[config.mk]
export PLATFORM = sky130hd
export DESIGN_NAME = heater_safety_interlock
export DESIGN_NICKNAME = d
export VERILOG_FILES = /design/src/hw/rtl/hsi_pkg.sv /design/src/hw/rtl/hsi_eval.sv /design/src/hw/rtl/heater_safety_interlock.sv
export SDC_FILE = /design/constraint.sdc
export NUM_CORES = 2
export LEC_CHECK = 0
export BUFFER_PORTS_ARGS = -buffer_cell sky130_fd_sc_hd__buf_2
export CORE_MARGIN = 4
export CORE_UTILIZATION = 55
export CTS_CLUSTER_SIZE = 16
export DETAILED_ROUTE_END_ITERATION = 7
export PLACE_DENSITY_LB_ADDON = 0.2
export SLEW_MARGIN = 5
export SYNTH_ARGS = -nofsm -noshare
export SYNTH_HDL_FRONTEND = slang
export SYNTH_SLANG_ARGS = --single-unit
export TNS_END_PERCENT = 100
[constraint.sdc]
create_clock -name clk_i -period 26 [get_ports clk_i]
set_clock_uncertainty 0.15 [all_clocks]
set_input_delay 3.9 -clock clk_i [delete_from_list [all_inputs] [get_ports clk_i]]
set_output_delay 3.9 -clock clk_i [all_outputs]
set_load 0.01 [all_outputs]
[src/hw/rtl/hsi_pkg.sv]
// Shared types, mode codes and register indexes of the heater safety interlock.
package hsi_pkg;

  // Thermocouple channels and the fault mask bits that count
  localparam int unsigned SensorCount = 3;
  localparam int unsigned MaskWidth   = 3;
  localparam logic [MaskWidth-1:0] FaultMask =
    (SensorCount >= MaskWidth) ? {MaskWidth{1'b1}} : MaskWidth'((1 << SensorCount) - 1);

  // Rate test scale: milliseconds per second
  localparam int unsigned RateScale = 1000;

  // Mode codes, as reported on the state code output
  localparam logic [2:0] ModeStartup  = 3'd0;
  localparam logic [2:0] ModeOk       = 3'd1;
  localparam logic [2:0] ModeAirflow  = 3'd2;
  localparam logic [2:0] ModeOvertemp = 3'd3;
  localparam logic [2:0] ModeSensor   = 3'd4;
  localparam logic [2:0] ModeRate     = 3'd5;

  // Request types
  localparam logic ReqCheck = 1'b0;
  localparam logic ReqReset = 1'b1;

  // Configuration register indexes
  localparam logic [2:0] RegStartupReads = 3'd0;
  localparam logic [2:0] RegProcessLimit = 3'd1;
  localparam logic [2:0] RegExhaustLimit = 3'd2;
  localparam logic [2:0] RegStaleLimit   = 3'd3;
  localparam logic [2:0] RegRateLimit    = 3'd4;
  localparam logic [2:0] RegResetLimit   = 3'd5;

  typedef struct packed {
    logic                  req_type;
    logic [MaskWidth-1:0]  tc_fault_mask;
    logic [MaskWidth-1:0]  tc_invalid_mask;
    logic signed [15:0]    process_temp;
    logic signed [15:0]    chamber_temp;
    logic signed [15:0]    exhaust_temp;
    logic                  blower_running;
    logic                  heater_active;
    logic [15:0]           sensor_age_ms;
    logic [31:0]           now_ms;
  } item_t;

  typedef struct packed {
    logic [7:0]         startup_reads_needed;
    logic signed [15:0] process_temp_limit;
    logic signed [15:0] exhaust_temp_limit;
    logic [15:0]        stale_limit_ms;
    logic [15:0]        rate_limit;
    logic signed [15:0] reset_temp_limit;
  } cfg_t;

  typedef struct packed {
    logic [2:0]         mode;
    logic [7:0]         good_read_count;
    logic signed [15:0] last_process_temp;
    logic [31:0]        last_sample_time;
    logic               last_sample_valid;
  } state_t;

  typedef struct packed {
    logic [2:0] state_code;
    logic       heater_off_cmd;
    logic       heater_release_cmd;
    logic       reset_accepted;
  } result_t;

endpackage

[src/hw/rtl/hsi_eval.sv]
// Decision logic: next state and result for one request against the current state.
module hsi_eval (
  input  hsi_pkg::item_t   item_i,
  input  hsi_pkg::cfg_t    cfg_i,
  input  hsi_pkg::state_t  state_i,
  output hsi_pkg::state_t  state_o,
  output hsi_pkg::result_t result_o
);

  logic               any_fault;
  logic               reset_ok;
  logic [7:0]         count_inc;
  logic [31:0]        dt;
  logic signed [16:0] diff;
  logic [16:0]        diff_abs;
  logic [15:0]        ad;
  logic [26:0]        ad_scaled;
  logic [47:0]        rate_dt;
  logic               rate_bad;
  logic [2:0]         fault;

  assign any_fault = |(item_i.tc_fault_mask & hsi_pkg::FaultMask);

  assign reset_ok = !any_fault && (item_i.tc_invalid_mask == '0) &&
                    (item_i.process_temp <= cfg_i.reset_temp_limit) &&
                    (item_i.chamber_temp <= cfg_i.reset_temp_limit) &&
                    (item_i.exhaust_temp <= cfg_i.reset_temp_limit);

  assign count_inc = (state_i.good_read_count == 8'hFF) ? state_i.good_read_count
                                                        : state_i.good_read_count + 8'd1;

  // Rate of change as a multiply-compare: |dT| * 1000 > limit * dt
  assign dt        = item_i.now_ms - state_i.last_sample_time;
  assign diff      = 17'(item_i.process_temp) - 17'(state_i.last_process_temp);
  assign diff_abs  = diff[16] ? 17'(-diff) : 17'(diff);
  assign ad        = diff_abs[15:0];
  assign ad_scaled = 27'(ad) * 27'(hsi_pkg::RateScale);
  assign rate_dt   = 48'(cfg_i.rate_limit) * 48'(dt);
  assign rate_bad  = state_i.last_sample_valid && (dt != '0) &&
                     (48'(ad_scaled) > rate_dt);

  // Checks in priority order while in OK
  always_comb begin
    if (!item_i.blower_running && item_i.heater_active) begin
      fault = hsi_pkg::ModeAirflow;
    end else if (item_i.tc_invalid_mask[0] ||
                 (item_i.process_temp > cfg_i.process_temp_limit)) begin
      fault = hsi_pkg::ModeOvertemp;
    end else if (item_i.tc_invalid_mask[2] ||
                 (item_i.exhaust_temp > cfg_i.exhaust_temp_limit)) begin
      fault = hsi_pkg::ModeOvertemp;
    end else if (item_i.sensor_age_ms > cfg_i.stale_limit_ms) begin
      fault = hsi_pkg::ModeSensor;
    end else if (rate_bad) begin
      fault = hsi_pkg::ModeRate;
    end else if (any_fault) begin
      fault = hsi_pkg::ModeSensor;
    end else begin
      fault = hsi_pkg::ModeOk;
    end
  end

  always_comb begin
    state_o  = state_i;
    result_o = '0;
    if (item_i.req_type == hsi_pkg::ReqReset) begin
      if (reset_ok) begin
        state_o.mode              = hsi_pkg::ModeOk;
        state_o.last_sample_valid = 1'b0;
        state_o.last_sample_time  = '0;
        result_o.heater_release_cmd = 1'b1;
        result_o.reset_accepted     = 1'b1;
      end
    end else if (state_i.mode == hsi_pkg::ModeStartup) begin
      result_o.heater_off_cmd = 1'b1;
      if (!any_fault) begin
        state_o.good_read_count = count_inc;
        if (count_inc >= cfg_i.startup_reads_needed) begin
          state_o.mode                = hsi_pkg::ModeOk;
          result_o.heater_release_cmd = 1'b1;
        end
      end else begin
        state_o.good_read_count = '0;
      end
    end else if (state_i.mode != hsi_pkg::ModeOk) begin
      result_o.heater_off_cmd = 1'b1;
    end else begin
      // Take the sample once the rate test has passed, even on a thermocouple fault
      if (fault == hsi_pkg::ModeOk ||
          (fault == hsi_pkg::ModeSensor && item_i.sensor_age_ms <= cfg_i.stale_limit_ms &&
           !rate_bad && !(item_i.tc_invalid_mask[0] ||
                          item_i.process_temp > cfg_i.process_temp_limit) &&
           !(item_i.tc_invalid_mask[2] ||
             item_i.exhaust_temp > cfg_i.exhaust_temp_limit) &&
           !(!item_i.blower_running && item_i.heater_active))) begin
        state_o.last_process_temp = item_i.process_temp;
        state_o.last_sample_time  = item_i.now_ms;
        state_o.last_sample_valid = 1'b1;
      end
      if (fault != hsi_pkg::ModeOk) begin
        state_o.mode            = fault;
        result_o.heater_off_cmd = 1'b1;
      end
    end
    result_o.state_code = state_o.mode;
  end

endmodule

[src/hw/rtl/heater_safety_interlock.sv]
// Top level of the latching heater safety interlock: request register, state and result register.
// Each request is taken into the input register; its result is registered and shown from the
//   result register. Throughput: one request per cycle while the result is not stalled; the
//   input register, the decision logic and the result register form a single pass, and the next
//   request sees the state left by the previous one. A stalled result holds the result register;
//   the input register then holds too. Reset: asynchronous, active low; mode returns to startup,
//   counters and last sample clear, and the configuration registers return to their defaults.
module heater_safety_interlock (
  input  logic                            clk_i,
  input  logic                            rst_ni,
  // Configuration write port
  input  logic                            cfg_we_i,
  input  logic [2:0]                      cfg_idx_i,
  input  logic [15:0]                     cfg_wdata_i,
  // Request channel
  input  logic                            in_valid_i,
  output logic                            in_stall_o,
  input  logic                            req_type_i,
  input  logic [hsi_pkg::MaskWidth-1:0]   tc_fault_mask_i,
  input  logic [hsi_pkg::MaskWidth-1:0]   tc_invalid_mask_i,
  input  logic signed [15:0]              process_temp_i,
  input  logic signed [15:0]              chamber_temp_i,
  input  logic signed [15:0]              exhaust_temp_i,
  input  logic                            blower_running_i,
  input  logic                            heater_active_i,
  input  logic [15:0]                     sensor_age_ms_i,
  input  logic [31:0]                     now_ms_i,
  // Result channel
  output logic                            out_valid_o,
  input  logic                            out_stall_i,
  output logic [2:0]                      state_code_o,
  output logic                            heater_off_cmd_o,
  output logic                            heater_release_cmd_o,
  output logic                            reset_accepted_o
);

  hsi_pkg::cfg_t    cfg_q;
  hsi_pkg::state_t  state_q, state_d;
  hsi_pkg::item_t   item_q;
  hsi_pkg::result_t res_q, res_d;
  logic             in_valid_q;
  logic             out_valid_q;
  logic             advance;
  logic             in_take;

  // Configuration registers; the user writes only while the block is idle; no check enforces it
  always_ff @(posedge clk_i or negedge rst_ni) begin
    if (!rst_ni) begin
      cfg_q.startup_reads_needed <= 8'd3;
      cfg_q.process_temp_limit   <= 16'sd4160;
      cfg_q.exhaust_temp_limit   <= 16'sd4800;
      cfg_q.stale_limit_ms       <= 16'd2000;
      cfg_q.rate_limit           <= 16'd320;
      cfg_q.reset_temp_limit     <= 16'sd800;
    end else if (cfg_we_i) begin
      case (cfg_idx_i)
        hsi_pkg::RegStartupReads: cfg_q.startup_reads_needed <= cfg_wdata_i[7:0];
        hsi_pkg::RegProcessLimit: cfg_q.process_temp_limit   <= cfg_wdata_i;
        hsi_pkg::RegExhaustLimit: cfg_q.exhaust_temp_limit   <= cfg_wdata_i;
        hsi_pkg::RegStaleLimit:   cfg_q.stale_limit_ms       <= cfg_wdata_i;
        hsi_pkg::RegRateLimit:    cfg_q.rate_limit           <= cfg_wdata_i;
        hsi_pkg::RegResetLimit:   cfg_q.reset_temp_limit     <= cfg_wdata_i;
        default: ;
      endcase
    end
  end

  // Advance the held request into the result register whenever that register is free
  // or being drained this cycle
  assign advance    = in_valid_q && (!out_valid_q || !out_stall_i);
  assign in_stall_o = in_valid_q && !advance;
  assign in_take    = in_valid_i && !in_stall_o;

  always_ff @(posedge clk_i or negedge rst_ni) begin
    if (!rst_ni) begin
      in_valid_q <= 1'b0;
    end else if (in_take) begin
      in_valid_q <= 1'b1;
    end else if (advance) begin
      in_valid_q <= 1'b0;
    end
  end

  // Request payload; no reset needed
  always_ff @(posedge clk_i) begin
    if (in_take) begin
      item_q.req_type        <= req_type_i;
      item_q.tc_fault_mask   <= tc_fault_mask_i;
      item_q.tc_invalid_mask <= tc_invalid_mask_i;
      item_q.process_temp    <= process_temp_i;
      item_q.chamber_temp    <= chamber_temp_i;
      item_q.exhaust_temp    <= exhaust_temp_i;
      item_q.blower_running  <= blower_running_i;
      item_q.heater_active   <= heater_active_i;
      item_q.sensor_age_ms   <= sensor_age_ms_i;
      item_q.now_ms          <= now_ms_i;
    end
  end

  hsi_eval u_eval (
    .item_i   (item_q),
    .cfg_i    (cfg_q),
    .state_i  (state_q),
    .state_o  (state_d),
    .result_o (res_d)
  );

  // Latching state; update only when a request moves on
  always_ff @(posedge clk_i or negedge rst_ni) begin
    if (!rst_ni) begin
      state_q <= '{mode: hsi_pkg::ModeStartup, good_read_count: 8'd0,
                   last_process_temp: 16'sd0, last_sample_time: 32'd0,
                   last_sample_valid: 1'b0};
    end else if (advance) begin
      state_q <= state_d;
    end
  end

  // Result register: hold while stalled, drop when drained with nothing behind it
  always_ff @(posedge clk_i or negedge rst_ni) begin
    if (!rst_ni) begin
      out_valid_q <= 1'b0;
    end else if (advance) begin
      out_valid_q <= 1'b1;
    end else if (!out_stall_i) begin
      out_valid_q <= 1'b0;
    end
  end

  always_ff @(posedge clk_i) begin
    if (advance) begin
      res_q <= res_d;
    end
  end

  assign out_valid_o          = out_valid_q;
  assign state_code_o         = res_q.state_code;
  assign heater_off_cmd_o     = res_q.heater_off_cmd;
  assign heater_release_cmd_o = res_q.heater_release_cmd;
  assign reset_accepted_o     = res_q.reset_accepted;

  // A granted reset always releases the heater and lands in OK
  a_reset_grant: assert property (@(posedge clk_i) disable iff (!rst_ni)
    out_valid_o && reset_accepted_o |->
      heater_release_cmd_o && !heater_off_cmd_o && state_code_o == hsi_pkg::ModeOk)
    else $error("granted reset did not release into OK");

  // A release is only ever reported together with the OK mode
  a_release_ok: assert property (@(posedge clk_i) disable iff (!rst_ni)
    out_valid_o && heater_release_cmd_o |-> state_code_o == hsi_pkg::ModeOk)
    else $error("release outside OK mode");

  // A check in a latched fault mode leaves the mode untouched
  a_fault_latch: assert property (@(posedge clk_i) disable iff (!rst_ni)
    advance && item_q.req_type == hsi_pkg::ReqCheck &&
    state_q.mode != hsi_pkg::ModeOk && state_q.mode != hsi_pkg::ModeStartup |=>
      $stable(state_q.mode))
    else $error("fault mode left on a check");

  // A request that moves on always produces a result next cycle
  a_result_follows: assert property (@(posedge clk_i) disable iff (!rst_ni)
    advance |=> out_valid_q)
    else $error("result lost after advance");

endmodule

==> flow_metrics.env <==
export IMPL_htree_levels=1
export IMPL_worst_slew_pin_slew_ns=1.11
export IMPL_overflow=0
export IMPL_fp_dieW_um=260
export IMPL_clk_pin_slew_worst_paths_ns=0.07
export IMPL_root_buffer="clkbuf_16"
export IMPL_cp_required_ns=26.31
export IMPL_worst_ep_arrival_time_ns=13.42
export IMPL_coreArea_um2=63000
export IMPL_synth_xor_area_share_pct=2.65
export IMPL_port_buffers=136
export IMPL_cts_buffers=26
export IMPL_synth_top_flop_cell="dfrtp_1"
export IMPL_min_delay_path_class="reg2reg"
export IMPL_area_growth_synth_to_final_pct=7.37
export IMPL_vias_per_cell=5.63
export IMPL_synth_simple_area_share_pct=15.5
export IMPL_cp_start_kind="register"
export IMPL_drive_gt1_share_pct=9.28
export IMPL_yosysTopAreaCell="fa_1"
export IMPL_start_util_pct=55.6
export IMPL_drcViolationCount=0
export IMPL_cts_sinks=261
export IMPL_ys_seq_area_share_pct=20.3
export IMPL_maxCapViolations=0
export IMPL_fin_tns_setup_ns=0
export IMPL_vias=26500
export IMPL_synth_adder_area_share_pct=39.6
export IMPL_die_y_um=260
export IMPL_cts_resized=0
export IMPL_synth_most_common_cell="inv_1"
export IMPL_synth_cells_most_frequent="690 x inv_1, 475 x fa_1, 459 x nand2_1"
export IMPL_finalSetupViolations=0
export IMPL_hp_start="state_q[47]$_DFFE_PN0P_"
export IMPL_cts_path_max_buffers=3
export IMPL_track_usage_pct=26.3
export IMPL_ctsHoldBuffers=0
export IMPL_cts_tree="done"
export IMPL_rsz0062_at_grt="false"
export IMPL_ys_ff_latch=261
export IMPL_antenna_left=0
export IMPL_syn_area_per_cell_um2=9.36
export IMPL_yosysWarningCount=0
export IMPL_synthesis_area_um2=35000
export IMPL_wl_um=87400
export IMPL_synth_top_cells_by_area="fa_1 27%, ha_1 12%, edfxtp_1 9.5%"
export IMPL_critical_path_peak_fanout=49
export IMPL_wire_per_inst_um=18.6
export IMPL_insertion_delay_ns=0.58
export IMPL_r2r_start="item_q[82]$_DFFE_PP_"
export IMPL_end_kind="register"
export IMPL_slowest_stage="buf_4"
export IMPL_muxShareOfSynthArea_pct=2.38
export IMPL_fp_row_count=92
export IMPL_synth_edff_count=111
export IMPL_gp_congestion=0.954
export IMPL_status="finished, final reports clean"
export IMPL_synth_top_cell_area_share_pct=27.2
export IMPL_grt_pass1_vias=27300
export IMPL_synth_nets=4690
export IMPL_antenna_found_initial=4
export IMPL_period_minus_slack_ns=13.11
export IMPL_max_slew_margin_pct=26.2
export IMPL_critPathMaxStageDelay_ns=0.59
export IMPL_die_area_um2=67700
export IMPL_fin_crit_sh_pct=50.4
export IMPL_nets=4780
export IMPL_post_cts_buffers=0
export IMPL_crit_buf_inv=5
export IMPL_grt_first_pass_wirelength_um=143000
export IMPL_hold_viol_final=0
export IMPL_max_freq_mhz=76.3
export IMPL_first_iter_violations=1524
export IMPL_ys_types=84
export IMPL_cp_startpoint="item_q[82]$_DFFE_PP_"
export IMPL_synth_cells=3738
export IMPL_maxSlewViolCount=0
export IMPL_grt_max_degree=99
export IMPL_dr_pass1_iters=5
export IMPL_ios=137
export IMPL_criticalPathCategory="reg2reg"
export IMPL_synth_top_family_by_area="adder cells"
export IMPL_cp_top_family="compound AO/OA/AOI/OAI gates"
export IMPL_dp_hpwl_um=68800
export IMPL_synth_compound_area_share_pct=10.5
export IMPL_async_flop_share_pct=57.5
[stage by stage]
stage          utilization [%]  std cells  cell area [µm²]  worst slack, ns  hold WS (ns)
6_report                  59.6       4697            37600            12.89         0.341
3_3_place_gp              58.3       4646            36700            13.02         0.326
3_5_place_dp              58.3       4646            36700            12.92         0.333
5_1_grt                   59.6       4696            37600            11.58         0.362
2_1_floorplan                -       3738            35000            14.34         0.299
4_1_cts                   59.6       4694            37500            12.87         0.347
[cell families (layout without fill, tap and decap cells)]
group,count (synthesis),after routing
simple gates,1098,1098
fa+ha+maj,823,823
buf+inv,822,932
compound gates,557,557
flops,261,261
xor+xnor,106,106
mux,71,71
other cells,0,3
[placed cells by master (no fill, tap or decap), drive strengths merged, types with 47 or more instances in the layout]
cell and count:
nor3 48, dfrtp 131, edfxtp 111, a21oi 121, inv 692, a21o 61, ha 348, and2 193
nor2 108, xnor2 69, buf 194, o21ai 125, nand2 459, nor2b 54, mux2 68, fa 475
nand4 47
[worst register-to-register path: cells and delay by family, from the launching register on]
kind / cells / cell delay (ns)
adder cells (fa/ha/maj): 8 / 3.16
AO/OA/AOI/OAI: 19 / 4.00
XOR/XNOR: 2 / 0.38
AND/OR/NAND/NOR: 12 / 3.29
multiplexers: 2 / 0.76
buffers and inverters: 5 / 0.90
flip-flops: 1 / 0.35
[worst paths after layout]
check / endpoint / slack [ns] / cells past startpoint
worst max-delay path: state_q[48]$_DFFE_PN0P_ / 12.89 / 48
worst min register to register: state_q[47]$_DFFE_PN0P_ / 0.34 / 1
min in group asynchronous: cfg_q[58]$_DFFE_PN0P_ / 3.27 / 1
worst min-delay path: state_q[47]$_DFFE_PN0P_ / 0.34 / 1
max in group asynchronous: state_q[13]$_DFFE_PN0P_ / 21.07 / 2
worst max register to register: state_q[48]$_DFFE_PN0P_ / 12.89 / 48
[layout make-up]
cell class	instances	area, µm²
Fill cell	5550	25400
Multi-Input combinational cell	2655	24800
Sequential cell	261	7110
Inverter	690	2590
Timing Repair Buffer	194	1120
Tap cell	846	1060
Clock buffer	30	666
Clock inverter	18	184
Antenna cell	3	7.51
[flip-flops by register name, summed over array words and instances (netlist names)]
| register | cells |
|---|---|
| cfg_q | 88 |
| heater_off_cmd_o | 1 |
| heater_release_cmd_o | 1 |
| in_valid_q | 1 |
| item_q | 105 |
| out_valid_o | 1 |
| reset_accepted_o | 1 |
| state_code_o | 3 |
| state_q | 60 |
[metal layers]
metal	part of all wire (%)	GRT usage, %	routed length, µm
met4	2.2	6.11	1940
met1	43	36.4	37800
met3	5.7	3.10	4960
met2	49	44.8	42600
met5	0	0	0
Power is left out: the tool's default activity adds up to more than one toggle a clock period on the data nets, which glitch-free logic cannot reach.
